[src/sv/mrfg_pkg.sv]
// Shared types, sizes and result codes for the multichannel ring FIFO gather block.
package mrfg_pkg;

  localparam int CHANNELS = 32;
  localparam int DEPTH    = 16;

  localparam int CH_W   = (CHANNELS > 1) ? $clog2(CHANNELS) : 1;
  localparam int PTR_W  = $clog2(DEPTH);
  localparam int ADDR_W = (CHANNELS * DEPTH > 2) ? $clog2(CHANNELS * DEPTH) : 1;

  localparam logic [1:0] KIND_PUSH = 2'd0;
  localparam logic [1:0] KIND_HDR  = 2'd1;
  localparam logic [1:0] KIND_DATA = 2'd2;

  typedef struct packed {
    logic        mode;
    logic [5:0]  channel;
    logic [63:0] word_in;
  } in_item_t;

  typedef struct packed {
    logic [1:0]  kind;
    logic        accepted;
    logic [31:0] chan_mask;
    logic [5:0]  out_channel;
    logic [63:0] word_out;
    logic [3:0]  fill_count;
    logic        last;
  } out_item_t;

  // Commands from the controller to the datapath.
  typedef struct packed {
    logic            capture;
    logic            push;
    logic            hdr;
    logic            issue;
    logic [CH_W-1:0] idx;
  } cmd_t;

  // Status from the datapath to the controller.
  typedef struct packed {
    logic mask_nonzero;
  } stat_t;

endpackage

[src/sv/mrfg_ctrl.sv]
// Controller state machine that sequences push and gathered pop operations.
module mrfg_ctrl
  import mrfg_pkg::*;
(
  input  logic  clk,
  input  logic  rst_n,
  input  logic  start,
  input  logic  pop_req,
  input  stat_t stat,
  output cmd_t  cmd,
  output logic  busy
);

  localparam logic [1:0] ST_IDLE = 2'd0;
  localparam logic [1:0] ST_PUSH = 2'd1;
  localparam logic [1:0] ST_HDR  = 2'd2;
  localparam logic [1:0] ST_POP  = 2'd3;

  logic [1:0]      state_r, state_nxt;
  logic [CH_W-1:0] idx_r, idx_nxt;

  always_comb begin
    state_nxt   = state_r;
    idx_nxt     = idx_r;
    cmd         = '0;
    cmd.idx     = idx_r;
    case (state_r)
      ST_IDLE: begin
        if (start) begin
          cmd.capture = 1'b1;
          state_nxt   = pop_req ? ST_HDR : ST_PUSH;
        end
      end
      ST_PUSH: begin
        cmd.push  = 1'b1;
        state_nxt = ST_IDLE;
      end
      ST_HDR: begin
        cmd.hdr = 1'b1;
        idx_nxt = '0;
        state_nxt = stat.mask_nonzero ? ST_POP : ST_IDLE;
      end
      ST_POP: begin
        cmd.issue = 1'b1;
        if (idx_r == CH_W'(CHANNELS - 1)) begin
          state_nxt = ST_IDLE;
        end else begin
          idx_nxt = idx_r + 1'b1;
        end
      end
      default: begin
        state_nxt = ST_IDLE;
      end
    endcase
  end

  assign busy = (state_r != ST_IDLE);

  always_ff @(posedge clk) begin
    if (!rst_n) begin
      state_r <= ST_IDLE;
      idx_r   <= '0;
    end else begin
      state_r <= state_nxt;
      idx_r   <= idx_nxt;
    end
  end

endmodule

[config.mk]
export PLATFORM = sky130hd
export DESIGN_NAME = mrfg_ctrl
export DESIGN_NICKNAME = d
export VERILOG_FILES = /design/src/sv/mrfg_pkg.sv /design/src/sv/mrfg_ctrl.sv
export SDC_FILE = /design/constraint.sdc
export NUM_CORES = 1
export LEC_CHECK = 0
export ABC_CLOCK_PERIOD_IN_PS = 2650
export BUFFER_PORTS_ARGS = -buffer_cell sky130_fd_sc_hd__buf_4
export CAP_MARGIN = 20
export CORE_AREA = 5 5 42 44
export CTS_CLUSTER_SIZE = 40
export DETAILED_ROUTE_END_ITERATION = 12
export DIE_AREA = 0 0 47 49
export PLACE_DENSITY = 0.56
export SLEW_MARGIN = 20
export SYNTH_ARGS = -nofsm -noshare
export SYNTH_HDL_FRONTEND = slang
export SYNTH_SLANG_ARGS = --single-unit
[constraint.sdc]
create_clock -name clk -period 2.65 [get_ports clk]
set_input_delay 0.53 -clock clk [delete_from_list [all_inputs] [get_ports clk]]
set_output_delay 0.53 -clock clk [all_outputs]
set_load 0.03 [all_outputs]
==> impl_metrics.py <==
metrics = {
    "outcome": {
        "outcome": "completed",
    },
    "yosys": {
        "synth_compound_area_share_pct": 16.81,
        "synth_top_family_by_area": "simple AND/OR/NAND/NOR gates",
        "synth_seq_cells": 7,
        "synth_area_sq_um": 431.7,
        "synth_top_area_share_pct": 32.46,
        "synthCells": 45,
        "syn_area_per_cell_sq_um": 9.593,
        "synthAdderAreaFrac_pct": 5.797,
        "yosysTopAreaCell": "dfxtp_1",
        "synth_nets": 52,
        "yosysSeqAreaShare_pct": 32.46,
        "synth.area.top_cells": "dfxtp_1 32%, nand3b_1 7.0%, ha_1 5.8%",
        "synth_xor_area_share_pct": 0,
        "synthDistinctLibCells": 26,
        "muxShareOfSynthArea_pct": 2.319,
        "yosysWarnings": 0,
        "synth_simple_gate_area_share_pct": 36.52,
    },
    "setup_path": {
        "worstPathRequired_ps": 2790,
        "crit_path_max_fanout": 6,
        "crit_type": "reg -> reg",
        "crit_path_cell_trace": "ha_1 > and3_1 > ha_1 > nand4b_4 > and3_1 > o31a_1",
        "end_kind": "flop",
        "cp-start-kind": "flop",
        "slowest_delay_ps": 380,
        "regToRegSetupSlack_ps": 830,
        "cpMaxStageDelayCell": "dfxtp_1",
        "cp.arrival_ps": 1960,
    },
    "sta": {
        "final_max_slew_viol_count": 0,
        "relSlewSlack_pct": 74.90,
        "fmax_mhz": 550.6,
        "fin_skew_ps": 2.589,
        "hold_viol": 0,
        "max_slew.worst_pin.slew_ps": 376.0,
        "rsz0062_at_grt": "no",
        "min_period_over_period_pct": 68.54,
        "min_period_ps": 1816,
        "finalSetupViolations": 0,
        "tns_ps": 0,
    },
    "power": {
        "combinationalPowerShare_pct": 23.5,
        "ir_drop_mv": 0.1902,
        "p_leak_nw": 0.2772,
        "p_per_area_mw_per_mm2": 519.2,
        "internal-power_w": 0.0001975,
        "clkPwrFrac_pct": 34.6,
        "p_sw_share_pct": 32.14,
        "p_switching_w": 0.00009352,
        "seqPwrFrac_pct": 41.9,
    },
    "cts": {
        "cts_max_level": 1,
        "clk_latency_ps": 250,
        "cts_sinks": 7,
        "cts_buffers": 3,
        "clk_pin_slew_ps": 60,
        "cts_max_path_buffers": 2,
        "hold_buffers": 0,
        "post-cts-setup-buffers": 0,
        "cts_tree": "yes",
        "cts_root_buf": "clkbuf_4",
        "cts_resized": 0,
    },
    "finish": {
        "final_nets": 69,
        "design_area_sq_um": 560.5,
        "final_cell_mix": "14 x buf_4, 7 x dfxtp_1, 4 x nand3b_1, 4 x o21ai_1",
        "drive_above_1_share_pct": 34.43,
        "fillers": 158,
        "layout_commonest_cell": "buf_4",
        "area_growth_pct": 29.86,
        "multi_input_area_sq_um": 265.3,
        "diodes": 0,
        "seq_area_sq_um": 140.1,
    },
    "job": {
        "maxCapViolCount": 0,
    },
    "floorplanning": {
        "num_rows": 14,
        "die-width_microns": 47,
        "coreArea_sq_mm": 0.001401,
        "start_util_pct": 30.80,
        "die_h_microns": 49,
        "pin_count": 15,
        "dieArea_sq_mm": 0.002303,
    },
    "drt": {
        "via_count": 381,
        "drt_wl_total_microns": 990,
        "drt-wirelength-per-cell_microns": 12.86,
        "drc_errors": 0,
        "antenna_left": 0,
        "first_pass_iters": 2,
        "drt_iter0_drc": 4,
        "viasPerCell": 4.948,
    },
    "global_routing": {
        "grt_pass1_wl_mm": 1.593,
        "grt_max_degree": 15,
        "grt_use_total_pct": 9.852,
        "grt_overflow": 0,
        "grt_pass1_vias": 401,
        "antenna_found_initial": 0,
    },
    "placed_design": {
        "dp_hpwl_microns": 685.7,
        "dpl-instance-area_sq_um": 534.3,
        "io_buffers": 14,
        "gp_congestion": 0.7116,
    },
    "hold_path": {
        "holdCritPathClass": "reg -> reg",
    },
}
==> per-layer routing <==
| metal | share of wire [%] | track usage [%] | vias to the layer above |
|---|---|---|---|
| li1 | - | - | 198 |
| met1 | 48 | 12.06 | 166 |
| met5 | 0 | 0 | - |
| met3 | 5.8 | 2.214 | 2 |
| met4 | 3.1 | 10.60 | 0 |
| met2 | 43 | 12.67 | 15 |
==> Yosys cell counts (all sizes together) <==
cell	count
dfxtp	7
nand3b	4
o21ai	4
a21oi	3
a22oi	2
and2b	2
and3	2
buf	2
ha	2
nand4b	2
nor2b	2
nor3b	2
a21boi	1
a31oi	1
and2	1
inv	1
mux2i	1
nand2	1
nand2b	1
nor2	1
o31a	1
or2	1
or3b	1
==> sequential cells by signal (all words and copies together), names as in the netlist <==
signal   cells
idx_r        5
state_r      2
==> cells by family after synthesis <==
| logic type | Yosys count |
|---|---|
| AOI/OAI and AO/OA | 12 |
| muxes | 1 |
| and+or+nand+nor | 20 |
| buffers and inverters | 3 |
| DFF | 7 |
| adders and majority gates | 2 |
==> worst max-delay path, delay by kind of cell (launching register included) <==
kind	cells	cell delay [ps]
AND/OR/NAND/NOR	3	570
adder cells (fa/ha/maj)	2	500
flip-flops	1	380
AO/OA/AOI/OAI	1	260
==> metrics by stage <==
stage / utilization, % / std cells / setup slack [ps] / power [W] / hold WS [ps]
after floorplan: - / 45 / 772.9 / 0.0001722 / 591.8
after global placement: 38.13 / 73 / 867.2 / 0.0001927 / 523.0
after detailed placement: 38.13 / 73 / 837.2 / 0.0001927 / 521.8
after CTS: 40.00 / 77 / 821.2 / 0.0002945 / 538.6
after global routing: 40.00 / 77 / 743.9 / 0.0003067 / 556.2
final: 40.00 / 77 / 833.7 / 0.0002910 / 535.1
==> worst paths after layout <==
check                           endpoint  startpoint  depth (start not counted)
worst max register to register  idx_r[3]    idx_r[0]                          6
worst min-delay path            idx_r[4]    idx_r[4]                          2
worst max-delay path            idx_r[3]    idx_r[0]                          6
worst min register to register  idx_r[4]    idx_r[4]                          2
==> layout make-up <==
type	instances	area share, %
Inverter	1	0.6696
Tap cell	16	3.571
Sequential cell	7	25.00
Timing Repair Buffer	14	18.75
Clock buffer	4	4.687
Multi-Input combinational cell	35	47.32
==> power groups by stage <==
stage                     sequential (W)  combinational, W  clock, W
after detailed placement        0.000124         0.0000684         0
final                           0.000122         0.0000684  0.000101
after global placement          0.000125         0.0000681         0
after global routing            0.000124         0.0000730  0.000110
after floorplan                 0.000117         0.0000551         0
after CTS                       0.000122         0.0000690  0.000103
Power figures use the tool's default switching activity.
